$ cat src/hdl/thermistor_rms_temperature_defines.svh
// Assertion macros for the thermistor RMS temperature block.
`ifndef THERMISTOR_RMS_TEMPERATURE_DEFINES_SVH
`define THERMISTOR_RMS_TEMPERATURE_DEFINES_SVH

// same-cycle implication, checked outside reset
`define TRT_ASSERT_SAME(lbl, ante, cons, msg) \
  lbl: assert property (@(posedge clk) disable iff (rst) (ante) |-> (cons)) \
    else $error(msg);

// next-cycle implication, checked outside reset
`define TRT_ASSERT_NEXT(lbl, ante, cons, msg) \
  lbl: assert property (@(posedge clk) disable iff (rst) (ante) |=> (cons)) \
    else $error(msg);

`endif

$ cat src/hdl/trt_pkg.sv
// Shared types, constants and command codes of the thermistor RMS block.
package trt_pkg;

  localparam int ADC_BITS   = 10;
  localparam int MAX_WINDOW = 64;
  localparam int FRAC_BITS  = 16;

  localparam int WHOLE_W    = 9;
  localparam int TENTHS_W   = 4;
  localparam int WIN_W      = 7;
  localparam int OHM_W      = 16;
  localparam int NK_W       = 9;
  localparam int CFG_IDX_W  = 3;
  localparam int CFG_DATA_W = 16;

  localparam logic [ADC_BITS-1:0] SAMPLE_MAX = '1;

  // register indexes
  localparam logic [CFG_IDX_W-1:0] REG_WINDOW  = 3'd0;
  localparam logic [CFG_IDX_W-1:0] REG_SERIES  = 3'd1;
  localparam logic [CFG_IDX_W-1:0] REG_NOMINAL = 3'd2;
  localparam logic [CFG_IDX_W-1:0] REG_BETA    = 3'd3;
  localparam logic [CFG_IDX_W-1:0] REG_NOM_K   = 3'd4;

  localparam logic [WIN_W-1:0] WINDOW_RST  = 7'd20;
  localparam logic [OHM_W-1:0] SERIES_RST  = 16'd4400;
  localparam logic [OHM_W-1:0] NOMINAL_RST = 16'd4700;
  localparam logic [OHM_W-1:0] BETA_RST    = 16'd10540;
  localparam logic [NK_W-1:0]  NOM_K_RST   = 9'd297;

  localparam logic [31:0] LN2_Q32       = 32'd2977044472;
  localparam int          KELVIN_OFFSET = 273;
  localparam logic [37:0] CEL_OFFSET    = 38'(KELVIN_OFFSET << FRAC_BITS);
  localparam logic [37:0] CEL_OFFSET_M1 = CEL_OFFSET - 38'd1;
  localparam logic [31:0] DEGEN_MAG     = 32'(KELVIN_OFFSET << FRAC_BITS);

  localparam int SQ_STEPS       = FRAC_BITS - 1;
  localparam int TEMP_DIV_STEPS = 36;
  localparam int MEAN_DIV_STEPS = 32;
  localparam int ROOT_STEPS     = 20;

  // datapath operations
  localparam logic [4:0] OP_NOP       = 5'd0;
  localparam logic [4:0] OP_LOAD      = 5'd1;
  localparam logic [4:0] OP_LOGA_LD   = 5'd2;
  localparam logic [4:0] OP_LOGB_LD   = 5'd3;
  localparam logic [4:0] OP_NORM      = 5'd4;
  localparam logic [4:0] OP_SQ_FIRST  = 5'd5;
  localparam logic [4:0] OP_SQ_STEP   = 5'd6;
  localparam logic [4:0] OP_LOGA_FIN  = 5'd7;
  localparam logic [4:0] OP_LOGB_FIN  = 5'd8;
  localparam logic [4:0] OP_DIFF      = 5'd9;
  localparam logic [4:0] OP_LN_MUL    = 5'd10;
  localparam logic [4:0] OP_NK_MUL    = 5'd11;
  localparam logic [4:0] OP_DEN       = 5'd12;
  localparam logic [4:0] OP_ABS       = 5'd13;
  localparam logic [4:0] OP_DIV_LD    = 5'd14;
  localparam logic [4:0] OP_DIV_STEP  = 5'd15;
  localparam logic [4:0] OP_CELS      = 5'd16;
  localparam logic [4:0] OP_MAG       = 5'd17;
  localparam logic [4:0] OP_DEGEN     = 5'd18;
  localparam logic [4:0] OP_SQUARE    = 5'd19;
  localparam logic [4:0] OP_ACC       = 5'd20;
  localparam logic [4:0] OP_MEAN_LD   = 5'd21;
  localparam logic [4:0] OP_ROOT_LD1  = 5'd22;
  localparam logic [4:0] OP_ROOT_STEP = 5'd23;
  localparam logic [4:0] OP_ROOT_FIN1 = 5'd24;
  localparam logic [4:0] OP_ROOT_LD2  = 5'd25;
  localparam logic [4:0] OP_OUT       = 5'd26;

  typedef struct packed {
    logic [4:0] op;
  } trt_cmd_t;

  typedef struct packed {
    logic degen;
    logic x_norm;
    logic huge;
    logic win_done;
    logic out_free;
  } trt_stat_t;

endpackage

$ cat src/hdl/trt_if.sv
// Sample and result channel interfaces.
interface trt_in_if;
  logic                         valid;
  logic                         ready;
  logic [trt_pkg::ADC_BITS-1:0] adc_sample;

  modport source (output valid, output adc_sample, input ready);
  modport sink (input valid, input adc_sample, output ready);
endinterface

interface trt_out_if;
  logic                         valid;
  logic                         ready;
  logic [trt_pkg::WHOLE_W-1:0]  rms_whole;
  logic [trt_pkg::TENTHS_W-1:0] rms_tenths;

  modport source (output valid, output rms_whole, output rms_tenths, input ready);
  modport sink (input valid, input rms_whole, input rms_tenths, output ready);
endinterface

$ cat src/hdl/thermistor_rms_temperature.sv
// Thermistor RMS temperature: controller plus datapath.
// Usage:
//   samples carries one 10-bit ADC reading per item (valid/ready). Each item
//   is turned into degrees Celsius by the Beta equation and its square is
//   added to a window sum. When window_length items (0 taken as 1, capped at
//   64) are taken, one item with rms_whole and rms_tenths goes out on results.
//   The configuration port writes register cfg_index with cfg_data on
//   cfg_write; write only while the block is idle.
// Sequence:
//   A normal sample runs the two log units' normalization shift steps, the
//   16 squarings of each log and the 36-step restoring divider; a Kelvin
//   quotient out of range skips the divider. A fully open divider or a
//   zero register skips both logs and the divider. The item that closes a
//   window adds a 32-step mean division and two 20-step square roots.
//   samples.ready is high only out of reset while no sample is in work.
// Reset: registers return to their default values, count and sum clear.
// Stall: the result sits in an output register; samples go on while the
//   receiver holds it, but the next window result then waits, and no sample
//   is taken, until the register is free.
module thermistor_rms_temperature (
  input  logic                           clk,
  input  logic                           rst,
  trt_in_if.sink                         samples,
  trt_out_if.source                      results,
  input  logic                           cfg_write,
  input  logic [trt_pkg::CFG_IDX_W-1:0]  cfg_index,
  input  logic [trt_pkg::CFG_DATA_W-1:0] cfg_data
);

  trt_pkg::trt_cmd_t  cmd;
  trt_pkg::trt_stat_t stat;

  trt_ctrl u_ctrl (
    .clk      (clk),
    .rst      (rst),
    .in_valid (samples.valid),
    .in_ready (samples.ready),
    .cmd      (cmd),
    .stat     (stat)
  );

  trt_datapath u_datapath (
    .clk        (clk),
    .rst        (rst),
    .cfg_write  (cfg_write),
    .cfg_index  (cfg_index),
    .cfg_data   (cfg_data),
    .adc_sample (samples.adc_sample),
    .cmd        (cmd),
    .stat       (stat),
    .out_ready  (results.ready),
    .out_valid  (results.valid),
    .rms_whole  (results.rms_whole),
    .rms_tenths (results.rms_tenths)
  );

endmodule

$ cat src/hdl/trt_ctrl.sv
// Sequencer that steps the datapath through one sample and the window result.
`include "thermistor_rms_temperature_defines.svh"

module trt_ctrl (
  input  logic               clk,
  input  logic               rst,
  input  logic               in_valid,
  output logic               in_ready,
  output trt_pkg::trt_cmd_t  cmd,
  input  trt_pkg::trt_stat_t stat
);

  localparam logic [4:0] ST_IDLE   = 5'd0;
  localparam logic [4:0] ST_CHK    = 5'd1;
  localparam logic [4:0] ST_LD     = 5'd2;
  localparam logic [4:0] ST_NRM    = 5'd3;
  localparam logic [4:0] ST_SQ     = 5'd4;
  localparam logic [4:0] ST_FIN    = 5'd5;
  localparam logic [4:0] ST_DIFF   = 5'd6;
  localparam logic [4:0] ST_LNM    = 5'd7;
  localparam logic [4:0] ST_NKM    = 5'd8;
  localparam logic [4:0] ST_DEN    = 5'd9;
  localparam logic [4:0] ST_ABS    = 5'd10;
  localparam logic [4:0] ST_DIVLD  = 5'd11;
  localparam logic [4:0] ST_TDIV   = 5'd12;
  localparam logic [4:0] ST_CELS   = 5'd13;
  localparam logic [4:0] ST_MAG    = 5'd14;
  localparam logic [4:0] ST_DEGEN  = 5'd15;
  localparam logic [4:0] ST_SQUARE = 5'd16;
  localparam logic [4:0] ST_ACC    = 5'd17;
  localparam logic [4:0] ST_MLD    = 5'd18;
  localparam logic [4:0] ST_MDIV   = 5'd19;
  localparam logic [4:0] ST_RLD1   = 5'd20;
  localparam logic [4:0] ST_RT1    = 5'd21;
  localparam logic [4:0] ST_RF1    = 5'd22;
  localparam logic [4:0] ST_RLD2   = 5'd23;
  localparam logic [4:0] ST_RT2    = 5'd24;
  localparam logic [4:0] ST_OUT    = 5'd25;

  logic [4:0] state, state_next;
  logic [5:0] step, step_next;
  logic       second, second_next;

  always_ff @(posedge clk) begin
    if (rst) begin
      state  <= ST_IDLE;
      step   <= '0;
      second <= 1'b0;
    end else begin
      state  <= state_next;
      step   <= step_next;
      second <= second_next;
    end
  end

  always_comb begin
    state_next  = state;
    step_next   = step;
    second_next = second;
    in_ready    = 1'b0;
    cmd.op      = trt_pkg::OP_NOP;
    case (state)
      ST_IDLE: begin
        in_ready = !rst;
        if (in_valid && !rst) begin
          cmd.op     = trt_pkg::OP_LOAD;
          state_next = ST_CHK;
        end
      end
      ST_CHK: begin
        second_next = 1'b0;
        state_next  = stat.degen ? ST_DEGEN : ST_LD;
      end
      ST_LD: begin
        cmd.op     = second ? trt_pkg::OP_LOGB_LD : trt_pkg::OP_LOGA_LD;
        state_next = ST_NRM;
      end
      ST_NRM: begin
        if (stat.x_norm) begin
          cmd.op     = trt_pkg::OP_SQ_FIRST;
          step_next  = '0;
          state_next = ST_SQ;
        end else begin
          cmd.op = trt_pkg::OP_NORM;
        end
      end
      ST_SQ: begin
        cmd.op    = trt_pkg::OP_SQ_STEP;
        step_next = step + 6'd1;
        if (step == 6'(trt_pkg::SQ_STEPS - 1)) state_next = ST_FIN;
      end
      ST_FIN: begin
        cmd.op = second ? trt_pkg::OP_LOGB_FIN : trt_pkg::OP_LOGA_FIN;
        if (second) begin
          state_next = ST_DIFF;
        end else begin
          second_next = 1'b1;
          state_next  = ST_LD;
        end
      end
      ST_DIFF: begin
        cmd.op     = trt_pkg::OP_DIFF;
        state_next = ST_LNM;
      end
      ST_LNM: begin
        cmd.op     = trt_pkg::OP_LN_MUL;
        state_next = ST_NKM;
      end
      ST_NKM: begin
        cmd.op     = trt_pkg::OP_NK_MUL;
        state_next = ST_DEN;
      end
      ST_DEN: begin
        cmd.op     = trt_pkg::OP_DEN;
        state_next = ST_ABS;
      end
      ST_ABS: begin
        cmd.op     = trt_pkg::OP_ABS;
        state_next = ST_DIVLD;
      end
      ST_DIVLD: begin
        cmd.op     = trt_pkg::OP_DIV_LD;
        step_next  = '0;
        state_next = ST_TDIV;
      end
      ST_TDIV: begin
        // quotient out of range or zero denominator: sum saturates
        if (stat.huge) begin
          state_next = ST_ACC;
        end else begin
          cmd.op    = trt_pkg::OP_DIV_STEP;
          step_next = step + 6'd1;
          if (step == 6'(trt_pkg::TEMP_DIV_STEPS - 1)) state_next = ST_CELS;
        end
      end
      ST_CELS: begin
        cmd.op     = trt_pkg::OP_CELS;
        state_next = ST_MAG;
      end
      ST_MAG: begin
        cmd.op     = trt_pkg::OP_MAG;
        state_next = ST_SQUARE;
      end
      ST_DEGEN: begin
        cmd.op     = trt_pkg::OP_DEGEN;
        state_next = ST_SQUARE;
      end
      ST_SQUARE: begin
        cmd.op     = trt_pkg::OP_SQUARE;
        state_next = ST_ACC;
      end
      ST_ACC: begin
        cmd.op     = trt_pkg::OP_ACC;
        state_next = stat.win_done ? ST_MLD : ST_IDLE;
      end
      ST_MLD: begin
        cmd.op     = trt_pkg::OP_MEAN_LD;
        step_next  = '0;
        state_next = ST_MDIV;
      end
      ST_MDIV: begin
        cmd.op    = trt_pkg::OP_DIV_STEP;
        step_next = step + 6'd1;
        if (step == 6'(trt_pkg::MEAN_DIV_STEPS - 1)) state_next = ST_RLD1;
      end
      ST_RLD1: begin
        cmd.op     = trt_pkg::OP_ROOT_LD1;
        step_next  = '0;
        state_next = ST_RT1;
      end
      ST_RT1: begin
        cmd.op    = trt_pkg::OP_ROOT_STEP;
        step_next = step + 6'd1;
        if (step == 6'(trt_pkg::ROOT_STEPS - 1)) state_next = ST_RF1;
      end
      ST_RF1: begin
        cmd.op     = trt_pkg::OP_ROOT_FIN1;
        state_next = ST_RLD2;
      end
      ST_RLD2: begin
        cmd.op     = trt_pkg::OP_ROOT_LD2;
        step_next  = '0;
        state_next = ST_RT2;
      end
      ST_RT2: begin
        cmd.op    = trt_pkg::OP_ROOT_STEP;
        step_next = step + 6'd1;
        if (step == 6'(trt_pkg::ROOT_STEPS - 1)) state_next = ST_OUT;
      end
      ST_OUT: begin
        if (stat.out_free) begin
          cmd.op     = trt_pkg::OP_OUT;
          state_next = ST_IDLE;
        end
      end
      default: state_next = ST_IDLE;
    endcase
  end

  `TRT_ASSERT_SAME(a_out_free, cmd.op == trt_pkg::OP_OUT, stat.out_free, "result overwrite")
  `TRT_ASSERT_NEXT(a_acc_idle, state == ST_ACC && !stat.win_done, state == ST_IDLE, "no idle")
  `TRT_ASSERT_SAME(a_tdiv_bound, state == ST_TDIV, step < 6'(trt_pkg::TEMP_DIV_STEPS), "overrun")

endmodule

$ cat src/hdl/trt_datapath.sv
// Datapath: config registers, shared multiplier, log, divider, root and accumulator.
module trt_datapath (
  input  logic                               clk,
  input  logic                               rst,
  input  logic                               cfg_write,
  input  logic [trt_pkg::CFG_IDX_W-1:0]      cfg_index,
  input  logic [trt_pkg::CFG_DATA_W-1:0]     cfg_data,
  input  logic [trt_pkg::ADC_BITS-1:0]       adc_sample,
  input  trt_pkg::trt_cmd_t                  cmd,
  output trt_pkg::trt_stat_t                 stat,
  input  logic                               out_ready,
  output logic                               out_valid,
  output logic [trt_pkg::WHOLE_W-1:0]        rms_whole,
  output logic [trt_pkg::TENTHS_W-1:0]       rms_tenths
);

  logic [trt_pkg::WIN_W-1:0] window_length;
  logic [trt_pkg::OHM_W-1:0] series_ohms, nominal_ohms, beta_kelvin;
  logic [trt_pkg::NK_W-1:0]  nominal_kelvin;

  logic [trt_pkg::ADC_BITS-1:0] raw;
  logic [63:0] prod;
  logic [31:0] x;
  logic [4:0]  p;
  logic [14:0] bits;
  logic [20:0] la, lb, dm;
  logic        lneg, kneg, huge;
  logic [33:0] den;
  logic [32:0] dvs, rem;
  logic [35:0] dshift, quo;
  logic [37:0] cel;
  logic [31:0] mag, sum;
  logic [6:0]  count;
  logic [39:0] sx;
  logic [19:0] root;
  logic [21:0] srem;
  logic [15:0] whole;

  // combinational helpers
  logic [trt_pkg::ADC_BITS-1:0] v;
  logic [trt_pkg::ADC_BITS:0]   raw_p1;
  logic [31:0] ma, mb, m_next;
  logic [63:0] mp;
  logic [21:0] diff;
  logic [33:0] den_next, den_abs, beta_sh, nkl;
  logic [33:0] div_t, div_diff;
  logic        div_ge, big_cmp;
  logic [37:0] qx, cel_abs;
  logic [6:0]  n_eff, count_inc;
  logic        win_done;
  logic [31:0] sq_val, sum_sat;
  logic [32:0] total;
  logic [23:0] rt_t, rt_diff;
  logic [21:0] trial;
  logic        rt_ge;
  logic [19:0] ten_w;
  logic [3:0]  tenths_raw;

  always_ff @(posedge clk) begin
    if (rst) begin
      window_length  <= trt_pkg::WINDOW_RST;
      series_ohms    <= trt_pkg::SERIES_RST;
      nominal_ohms   <= trt_pkg::NOMINAL_RST;
      beta_kelvin    <= trt_pkg::BETA_RST;
      nominal_kelvin <= trt_pkg::NOM_K_RST;
    end else if (cfg_write) begin
      case (cfg_index)
        trt_pkg::REG_WINDOW:  window_length  <= cfg_data[trt_pkg::WIN_W-1:0];
        trt_pkg::REG_SERIES:  series_ohms    <= cfg_data;
        trt_pkg::REG_NOMINAL: nominal_ohms   <= cfg_data;
        trt_pkg::REG_BETA:    beta_kelvin    <= cfg_data;
        trt_pkg::REG_NOM_K:   nominal_kelvin <= cfg_data[trt_pkg::NK_W-1:0];
        default: ;
      endcase
    end
  end

  assign v      = trt_pkg::SAMPLE_MAX - raw;
  assign raw_p1 = {1'b0, raw} + 11'd1;
  // next mantissa of the log squaring loop, renormalized into [2^31, 2^32)
  assign m_next = prod[63] ? prod[63:32] : prod[62:31];
  assign diff   = {1'b0, la} - {1'b0, lb};

  always_comb begin
    ma = '0;
    mb = '0;
    case (cmd.op)
      trt_pkg::OP_LOGA_LD: begin
        ma = {16'b0, nominal_ohms};
        mb = {21'b0, raw_p1};
      end
      trt_pkg::OP_LOGB_LD: begin
        ma = {16'b0, series_ohms};
        mb = {22'b0, v};
      end
      trt_pkg::OP_SQ_FIRST: begin
        ma = x;
        mb = x;
      end
      trt_pkg::OP_SQ_STEP: begin
        ma = m_next;
        mb = m_next;
      end
      trt_pkg::OP_LN_MUL: begin
        ma = {11'b0, dm};
        mb = trt_pkg::LN2_Q32;
      end
      trt_pkg::OP_NK_MUL: begin
        ma = {23'b0, nominal_kelvin};
        mb = {11'b0, prod[52:32]};
      end
      trt_pkg::OP_DEN: begin
        ma = {23'b0, nominal_kelvin};
        mb = {16'b0, beta_kelvin};
      end
      trt_pkg::OP_SQUARE: begin
        ma = mag;
        mb = mag;
      end
      trt_pkg::OP_ROOT_FIN1: begin
        ma = quo[31:0];
        mb = 32'd100;
      end
      default: ;
    endcase
  end

  assign mp = {32'b0, ma} * {32'b0, mb};

  assign beta_sh  = {2'b0, beta_kelvin, 16'b0};
  assign nkl      = {4'b0, prod[29:0]};
  assign den_next = lneg ? (beta_sh - nkl) : (beta_sh + nkl);
  assign den_abs  = den[33] ? (~den + 34'd1) : den;

  // quotient must stay below 2^36; a zero divisor also lands here
  assign big_cmp  = {12'b0, prod[24:0], 16'b0} >= {dvs, 20'b0};

  assign div_t    = {rem, dshift[35]};
  assign div_ge   = div_t >= {1'b0, dvs};
  assign div_diff = div_t - {1'b0, dvs};

  assign qx      = {2'b0, quo};
  assign cel_abs = cel[37] ? (~cel + 38'd1) : cel;

  assign n_eff = (window_length == '0) ? 7'd1 :
                 (window_length > 7'(trt_pkg::MAX_WINDOW)) ? 7'(trt_pkg::MAX_WINDOW) :
                 window_length;
  assign count_inc = count + 7'd1;
  assign win_done  = count_inc >= n_eff;
  assign sq_val    = huge ? '1 : prod[63:32];
  assign total     = {1'b0, sum} + {1'b0, sq_val};
  assign sum_sat   = total[32] ? '1 : total[31:0];

  assign trial   = {root, 2'b01};
  assign rt_t    = {srem, sx[39:38]};
  assign rt_ge   = rt_t >= {2'b0, trial};
  assign rt_diff = rt_t - {2'b0, trial};

  assign ten_w      = {root[16:0] & 17'b0, 3'b0} | ({whole, 3'b0} + {3'b0, whole, 1'b0});
  assign tenths_raw = root[3:0] - ten_w[3:0];

  always_ff @(posedge clk) begin
    case (cmd.op)
      trt_pkg::OP_LOAD: raw <= adc_sample;
      trt_pkg::OP_LOGA_LD, trt_pkg::OP_LOGB_LD: begin
        x <= mp[31:0];
        p <= 5'd31;
      end
      trt_pkg::OP_NORM: begin
        if (x[31:24] == 8'd0) begin
          x <= {x[23:0], 8'b0};
          p <= p - 5'd8;
        end else begin
          x <= {x[30:0], 1'b0};
          p <= p - 5'd1;
        end
      end
      trt_pkg::OP_SQ_FIRST: prod <= mp;
      trt_pkg::OP_SQ_STEP: begin
        bits <= {bits[13:0], prod[63]};
        prod <= mp;
      end
      trt_pkg::OP_LOGA_FIN: la <= {p, bits, prod[63]};
      trt_pkg::OP_LOGB_FIN: lb <= {p, bits, prod[63]};
      trt_pkg::OP_DIFF: begin
        dm   <= diff[21] ? 21'(~diff + 22'd1) : diff[20:0];
        lneg <= diff[21];
      end
      trt_pkg::OP_LN_MUL, trt_pkg::OP_NK_MUL, trt_pkg::OP_SQUARE: prod <= mp;
      trt_pkg::OP_DEN: begin
        den  <= den_next;
        prod <= mp;
      end
      trt_pkg::OP_ABS: begin
        dvs   <= den_abs[32:0];
        kneg  <= den[33];
      end
      trt_pkg::OP_DIV_LD: begin
        rem    <= {12'b0, prod[24:4]};
        dshift <= {prod[3:0], 32'b0};
      end
      trt_pkg::OP_DIV_STEP: begin
        rem    <= div_ge ? div_diff[32:0] : div_t[32:0];
        quo    <= {quo[34:0], div_ge};
        dshift <= {dshift[34:0], 1'b0};
      end
      // -q - K is ~q - (K - 1)
      trt_pkg::OP_CELS: cel <= kneg ? (~qx - trt_pkg::CEL_OFFSET_M1) : (qx - trt_pkg::CEL_OFFSET);
      trt_pkg::OP_MAG: mag <= cel_abs[31:0];
      trt_pkg::OP_DEGEN: mag <= trt_pkg::DEGEN_MAG;
      trt_pkg::OP_MEAN_LD: begin
        rem    <= '0;
        dvs    <= {26'b0, n_eff};
        dshift <= {sum, 4'b0};
      end
      trt_pkg::OP_ROOT_LD1: begin
        sx   <= {8'b0, quo[31:0]};
        root <= '0;
        srem <= '0;
      end
      trt_pkg::OP_ROOT_STEP: begin
        sx   <= {sx[37:0], 2'b0};
        srem <= rt_ge ? rt_diff[21:0] : rt_t[21:0];
        root <= {root[18:0], rt_ge};
      end
      trt_pkg::OP_ROOT_FIN1: begin
        whole <= root[15:0];
        prod  <= mp;
      end
      trt_pkg::OP_ROOT_LD2: begin
        sx   <= prod[39:0];
        root <= '0;
        srem <= '0;
      end
      trt_pkg::OP_OUT: begin
        if (whole[15:9] != 7'd0) begin
          rms_whole  <= '1;
          rms_tenths <= 4'd9;
        end else begin
          rms_whole  <= whole[8:0];
          rms_tenths <= tenths_raw;
        end
      end
      default: ;
    endcase
  end

  always_ff @(posedge clk) begin
    if (rst) begin
      huge <= 1'b0;
    end else begin
      case (cmd.op)
        trt_pkg::OP_LOAD:   huge <= 1'b0;
        trt_pkg::OP_DIV_LD: huge <= big_cmp;
        trt_pkg::OP_MAG:    huge <= cel_abs[37:32] != 6'd0;
        default: ;
      endcase
    end
  end

  always_ff @(posedge clk) begin
    if (rst) begin
      sum   <= '0;
      count <= '0;
    end else if (cmd.op == trt_pkg::OP_ACC) begin
      sum   <= sum_sat;
      count <= win_done ? 7'd0 : count_inc;
    end else if (cmd.op == trt_pkg::OP_MEAN_LD) begin
      sum <= '0;
    end
  end

  always_ff @(posedge clk) begin
    if (rst) begin
      out_valid <= 1'b0;
    end else if (cmd.op == trt_pkg::OP_OUT) begin
      out_valid <= 1'b1;
    end else if (out_ready) begin
      out_valid <= 1'b0;
    end
  end

  assign stat.degen    = (raw == trt_pkg::SAMPLE_MAX) || (series_ohms == '0) ||
                         (nominal_ohms == '0) || (beta_kelvin == '0) ||
                         (nominal_kelvin == '0);
  assign stat.x_norm   = x[31];
  assign stat.huge     = huge;
  assign stat.win_done = win_done;
  assign stat.out_free = !out_valid || out_ready;

endmodule

$ cat src/flat_wrapper.sv
// flat-port wrapper written by rule: the top's interface ports become plain ports
module thermistor_rms_temperature_flat 
  (clk, rst, cfg_write, cfg_index, cfg_data, samples_valid, samples_adc_sample, samples_ready, results_valid, results_rms_whole, results_rms_tenths, results_ready);
  trt_in_if samples_i ();
  trt_out_if results_i ();
  input  logic clk;
  input  logic rst;
  input  logic cfg_write;
  input  logic [trt_pkg::CFG_IDX_W-1:0] cfg_index;
  input  logic [trt_pkg::CFG_DATA_W-1:0] cfg_data;
  input wire logic [$bits(samples_i.valid)-1:0] samples_valid;
  input wire logic [$bits(samples_i.adc_sample)-1:0] samples_adc_sample;
  output wire logic [$bits(samples_i.ready)-1:0] samples_ready;
  output wire logic [$bits(results_i.valid)-1:0] results_valid;
  output wire logic [$bits(results_i.rms_whole)-1:0] results_rms_whole;
  output wire logic [$bits(results_i.rms_tenths)-1:0] results_rms_tenths;
  input wire logic [$bits(results_i.ready)-1:0] results_ready;
  assign samples_i.valid = samples_valid;
  assign samples_i.adc_sample = samples_adc_sample;
  assign samples_ready = samples_i.ready;
  assign results_valid = results_i.valid;
  assign results_rms_whole = results_i.rms_whole;
  assign results_rms_tenths = results_i.rms_tenths;
  assign results_i.ready = results_ready;
  thermistor_rms_temperature u_core (.clk(clk), .rst(rst), .samples(samples_i), .results(results_i), .cfg_write(cfg_write), .cfg_index(cfg_index), .cfg_data(cfg_data));
endmodule
$ cat config.mk
export PLATFORM = sky130hd
export DESIGN_NAME = thermistor_rms_temperature_flat
export DESIGN_NICKNAME = d
export VERILOG_FILES = /design/src/hdl/trt_pkg.sv /design/src/hdl/trt_if.sv /design/src/hdl/thermistor_rms_temperature.sv /design/src/hdl/trt_ctrl.sv /design/src/hdl/trt_datapath.sv /design/src/flat_wrapper.sv
export VERILOG_INCLUDE_DIRS = /design/src /design/src/hdl
export SDC_FILE = /design/constraint.sdc
export NUM_CORES = 2
export LEC_CHECK = 0
export BUFFER_PORTS_ARGS = -buffer_cell sky130_fd_sc_hd__buf_2
export CORE_MARGIN = 4
export CORE_UTILIZATION = 30
export DETAILED_ROUTE_END_ITERATION = 8
export HOLD_SLACK_MARGIN = 0.05
export PLACE_DENSITY = 0.52
export SYNTH_ARGS = -nofsm -noshare
export SYNTH_HDL_FRONTEND = slang
export SYNTH_SLANG_ARGS = --single-unit
$ cat constraint.sdc
create_clock -name clk -period 31.8 [get_ports clk]
set_input_delay 1.59 -clock clk [delete_from_list [all_inputs] [get_ports clk]]
set_output_delay 1.59 -clock clk [all_outputs]
set_load 0.02 [all_outputs]
### Yosys cells after proc, flatten, opt, wreduce, memory -nomap -nowiden

Index checks and enable logic that the tools add are counted.
Widths: inputs -> output; s select.

* add/sub/neg operators: 19
* $mul: 1
* $lt $le $gt $ge: 5
* equality and inequality tests: 69
* multiplexer cells: 56
* bitwise logic cells: 4
* reduce and logical (&&, ||, !) cells: 44

Operator list (count)
* $pmux 32 s9: 1
* $pmux 32 s8: 1
* $mux 32: 6
* $pmux 32 s2: 2
* $pmux 5 s25: 1
* $pmux 40 s3: 1
* $pmux 5 s24: 1
* $pmux 36 s3: 1
* $eq 5x5->1 const B: 21
* $pmux 33 s3: 1
* $eq 5x4->1 const B: 16
* $mux 38: 2
* $mux 33: 2
* $pmux 33 s2: 1
* $mul 32x32->64: 1
* $mux 5: 12
* $ge 41x53->1: 1
* $logic_not 16->1: 3
* $pmux 22 s2: 1
* $eq 5x3->1 const B: 8
* $pmux 20 s2: 1
* $add 38x1->38 const B: 1
* $not 36->38: 1
* $not 38->38: 1
* 67 further kinds: 111

* register bits: 661
* input bits: 34
* output and inout bits: 15
* word-level logic and storage cells: 233

### Logic depth before layout (Yosys ltp)

* depth in word-level cells: 9
* depth in mapped cells: 42
* gate-level depth less buffers: 37

### By module

Synthesis repeated with hierarchy kept, for this count alone.

* cell total of the unflattened synthesis: 7498
* area total of the unflattened synthesis: 69808.2 um^2

By module, submodules not included
* trt_datapath: times used 1, cells each 7299, area each 68366.8 um^2, sequential area each 18317.6 um^2
* trt_ctrl: times used 1, cells each 199, area each 1441.4 um^2, sequential area each 240.2 um^2

### Worst setup path after synthesis

Ideal clock, no wire load.

* path type: input-to-reg
* start: input port samples_valid
* end: register u_core.u_datapath.prod[62] (data pin)
* setup time: 0.271 ns
* arrival: 10.334 ns
* required time: 31.529 ns
* slack: 21.195 ns
* stages on the path: 35
* buffers on the path: 4
* path through: nor2b_1 -> o21ai_0 -> a21oi_1 -> o31a_1 -> or3_1 -> nor3_4 -> buf_4 -> buf_6 -> a211oi_1 -> clkbuf_1 -> nor2_1 -> inv_2 -> fa_1 -> inv_1 -> fa_1 -> fa_1 -> fa_1 -> fa_1 -> fa_1 -> fa_1 -> inv_1 -> fa_1 -> inv_1 -> ha_1 -> clkbuf_1 -> nand2_1 -> o21ai_0 -> a21oi_1 -> o21a_1 -> o311ai_0 -> nor3_1 -> a2111oi_2 -> nand2_1 -> a221oi_1 -> xor2_1

* longest elaborated chain between the ends: 7
* elaborated cells between the ends (all ways): 16
* classes of those cells: mul: 1; eq/ne: 9; mux: 4; reduce/logical: 2

RTL lines
* start, declared: line flat_wrapper.sv:11 `input wire logic [$bits(samples_i.valid)-1:0] samples_valid;`
* $logic_and 1x1->1 (*): line trt_ctrl.sv:65 `if (in_valid && !rst) begin`
* $mux 1 (*): line trt_ctrl.sv:65
* $pmux 5 s24 (*): line trt_ctrl.sv:62 `case (state)`
* $eq 5x4->1: line trt_datapath.sv:87 `case (cmd.op)`
* $reduce_or 2->1 (no source line)
* $pmux 32 s8: line trt_datapath.sv:87
* $mul 32x32->64 (*): line trt_datapath.sv:128 `assign mp = {32'b0, ma} * {32'b0, mb};`
* via u_core.u_datapath.mp[62]: line trt_datapath.sv:43 `logic [63:0] mp;`
* end signal, assigned: line trt_datapath.sv:178 `trt_pkg::OP_SQ_FIRST: prod <= mp;`
* end signal, assigned: line trt_datapath.sv:181 `prod <= mp;`
* end signal, assigned: line trt_datapath.sv:189 `trt_pkg::OP_LN_MUL, trt_pkg::OP_NK_MUL, trt_pkg::OP_SQUARE: prod <= mp;`
* end, declared: line trt_datapath.sv:22 `logic [63:0] prod;`

The timed path passes the listed nets; every way through them passes the cells marked *.
A chain may end at the register's enable or synchronous reset.

### Final worst setup path

* start: register u_core.u_ctrl.state[0]
* end: register u_core.u_datapath.prod[62] (data pin)

* longest elaborated chain between the ends: 7
* elaborated cells between the ends (all ways): 40
* classes of those cells: mul: 1; eq/ne: 33; mux: 3; reduce/logical: 3

RTL lines
* start, declared: line trt_ctrl.sv:40 `logic [4:0] state, state_next;`
* start signal, assigned: line trt_ctrl.sv:50 `state <= state_next;`
* $eq 5x5->1: line trt_ctrl.sv:62
* $reduce_or 2->1 (no source line)
* $pmux 5 s24 (*): line trt_ctrl.sv:62
* $eq 5x4->1: line trt_datapath.sv:87
* $reduce_or 2->1 (no source line)
* $pmux 32 s8: line trt_datapath.sv:87
* $mul 32x32->64 (*): line trt_datapath.sv:128
* via u_core.u_datapath.mp[62]: line trt_datapath.sv:43

Marks and branches as above.

==> reports/results.ini <==
[critical_path]
crit_family=adder cells
r2r_slack_ns=19.57
worstSetupStartpointType=register
crit_slowest_cell=or3_1
reg2regPathDepth=33
cp_slowest_stage_delay_ns=0.86
cp.depth=33
cpMostUsedCell=fa_1
cp-end-kind=register
critPathRequiredTime_ns=32.26
crit_fanout=46
arrival_ns=12.68
criticalPathCategory=register to register
cp.buffers_inverters=5

[timing]
setup_viol=0
max_slew.worst_pin.slew_ns=1.33
rsz0062_at_grt=no
post-route-period-util_pct=38.5
setup_tns_ns=0
fmax_mhz=81.8
hold_viol_final=0
min_period_ns=12.23
max_slew_margin_pct=11.4
maxSlewViolCount=0
finClkSkew_ns=0.0725

[synth]
ys_seq_area_share_pct=26.7
synthCells=7425
syn_area_sq_um=69600
postSynthAreaPerCell_sq_um=9.37
synth_xor_area_share_pct=3.90
synth_ff_type=edfxtp_1
async_flop_share_pct=0
muxShareOfSynthArea_pct=1.13
synth_simple_gate_area_share_pct=14.4
synth_area_leaders=fa_1 26%, edfxtp_1 23%, ha_1 8.0%
synth_top_area_share_pct=25.9
yosysTopAreaCell=fa_1
synth-adder-area-share_pct=33.9
synth_compound_area_share_pct=11.6
synth_edf_count=540
syn_nets=8803
synth_top_family_by_area=adder cells
ys_ff_latch=657
yosysUniqueCellTypes=96
yosysWarnings=0

[routing]
antenna_left=0
first_iter_violations=4916
totalWireLength_microns=251000
vias=54296
drt-vias-per-instance=5.20
avgRoutedWirePerCell_microns=24.0
dr.pass1.iters=6
drcViolationCount=0

[global_route]
grt_overflow=0
grt_max_degree=83
grt_antenna_before_repair=11
track_usage_pct=20.9
grt_pass1_wl_microns=371000
grt_pass1_vias=55426

[cts]
hold_buffers=0
h-tree-depth=3
clock_latency_ns=0.73
tritoncts=yes
clock_path_buffers=3
clock_sinks=657
numCtsBuffers=78
clkTransAtPathRegs_ns=0.07
root_buffer=clkbuf_16
cts-resized-gates=0
postCtsSetupBuffers=0

[floorplanning]
die_w_microns=490
rows=176
die_y_microns=490
start_util_pct=30.2
die-area_sq_um=240000
core-area_sq_um=230000
ios=49

[finish]
drive_gt1_share_pct=6.31
nets=8712
syn_to_final_growth_pct=9.63
final_cell_area_sq_um=76300

[placement]
hpwlAfterDp_microns=191000
place_area_sq_um=73600
numPortBuffers=48
gp_congestion=0.951

[hold_path]
hold_depth=0
holdCritPathClass=register to register

[power_and_ir_drop]
cellLeakagePower_uw=0.0336
power_density_nw_per_um2=68.6
ir_drop_mv=0.0583

[status]
status=finished clean

[job]
cap_viol_max_count=0

## worst reg2reg max path: cells and delay by family, from the launching register on
family | cells | cell delay (ns)
adders and majority gates | 9 | 4.52
xor gates and xnor gates | 1 | 0.10
DFF | 1 | 0.84
buffers and inverters | 5 | 1.24
and+or+nand+nor | 8 | 2.30
AOI/OAI and AO/OA | 10 | 3.01
## metal layers
metal  GRT usage (%)  up-vias  share of wire, %
li1                -    24171                 -
met1            27.4    27552                42
met2            33.4     2095                46
met3            3.67      476               7.4
met4            9.62        2               5.4
met5           0.101        -             0.015
## cell usage after synthesis, types with 32 or more instances
library cell / n
nand4_1: 39
nor2_1: 758
edfxtp_1: 540
buf_2: 41
a21o_1: 106
mux2i_1: 76
nor4_1: 36
a21oi_1: 312
a22oi_1: 56
o21bai_1: 32
nand3b_1: 34
a221oi_1: 32
nand3_1: 97
nor3_1: 66
or2_2: 60
a22o_1: 56
nand2_1: 963
a211oi_1: 42
ha_1: 444
nand2b_1: 71
o31ai_1: 54
xnor2_1: 171
dfxtp_1: 117
xor2_1: 139
fa_1: 900
inv_1: 1180
o21ai_0: 217
clkbuf_1: 301
## layout make-up
class,count,area [sq um]
fill,23708,154000
tap,3026,3790
antenna,6,15.0
timing repair buffer,195,1350
sequential,657,18600
multi-input combinational,5218,45500
clock inverter,48,548
clock buffer,98,2060
inverter,1184,4450
## through the flow
stage	utilization [%]	total power, uW	setup slack, ns	hold slack, ns	cells
after floorplan	-	3030	21.20	0.421	7425
after global placement	32.0	4240	19.26	0.433	10280
after detailed placement	32.0	4260	19.22	0.437	10280
after CTS	33.1	5210	19.79	0.451	10426
after global routing	33.1	5530	18.89	0.455	10427
final	33.1	5230	19.57	0.450	10432
## power by group
| part | internal, uW | leakage [uW] | switching [uW] |
|---|---|---|---|
| logic | 927 | 0.0265 | 2040 |
| clock network | 539 | 0.00127 | 392 |
| registers | 1130 | 0.00579 | 200 |
| total | 2600 | 0.0336 | 2630 |
## cell families (layout without fill, tap and decap cells)
family | after synthesis | count (layout)
AOI/OAI and AO/OA | 1201 | 1201
xor gates and xnor gates | 310 | 310
adders and majority gates | 1344 | 1344
buffers and inverters | 1550 | 1525
DFF | 657 | 657
muxes | 78 | 78
other | 0 | 6
and+or+nand+nor | 2285 | 2285
## state kept, by name, summed over array words and instances (netlist names), 20 cells and up
name,flops
u_core.u_datapath.prod,64
u_core.u_datapath.sx,40
u_core.u_datapath.cel,38
u_core.u_datapath.quo,36
u_core.u_datapath.den,34
u_core.u_datapath.dvs,33
u_core.u_datapath.rem,33
u_core.u_datapath.dshift,32
u_core.u_datapath.mag,32
u_core.u_datapath.sum,32
u_core.u_datapath.x,32
u_core.u_datapath.srem,22
u_core.u_datapath.dm,21
u_core.u_datapath.la,21
u_core.u_datapath.lb,21
u_core.u_datapath.root,20
## cell usage in the layout, fill, tap and decap left out, drive strengths merged, types with 38 or more instances in the layout
cell type  instances
mux2i             76
nor4              38
xnor2            171
nand2b            72
a22o              56
o21ai            238
dfxtp            117
inv             1192
fa               900
a21oi            312
nand4             39
nor2             758
xor2             139
nand2            963
a22oi             56
nor3              68
clkbuf            98
buf              195
or2               66
ha               444
a21o             106
o31ai             54
nand3             97
edfxtp           540
a211oi            47
## worst paths after layout
| path | endpoint | from |
|---|---|---|
| hold / removal | u_core.u_datapath.whole[2] | u_core.u_datapath.root[2] |
| setup reg to reg | u_core.u_datapath.prod[62] | u_core.u_ctrl.state[0] |
| hold reg to reg | u_core.u_datapath.whole[2] | u_core.u_datapath.root[2] |
| setup / recovery | u_core.u_datapath.prod[62] | u_core.u_ctrl.state[0] |
(Power assumes the default switching activity.)
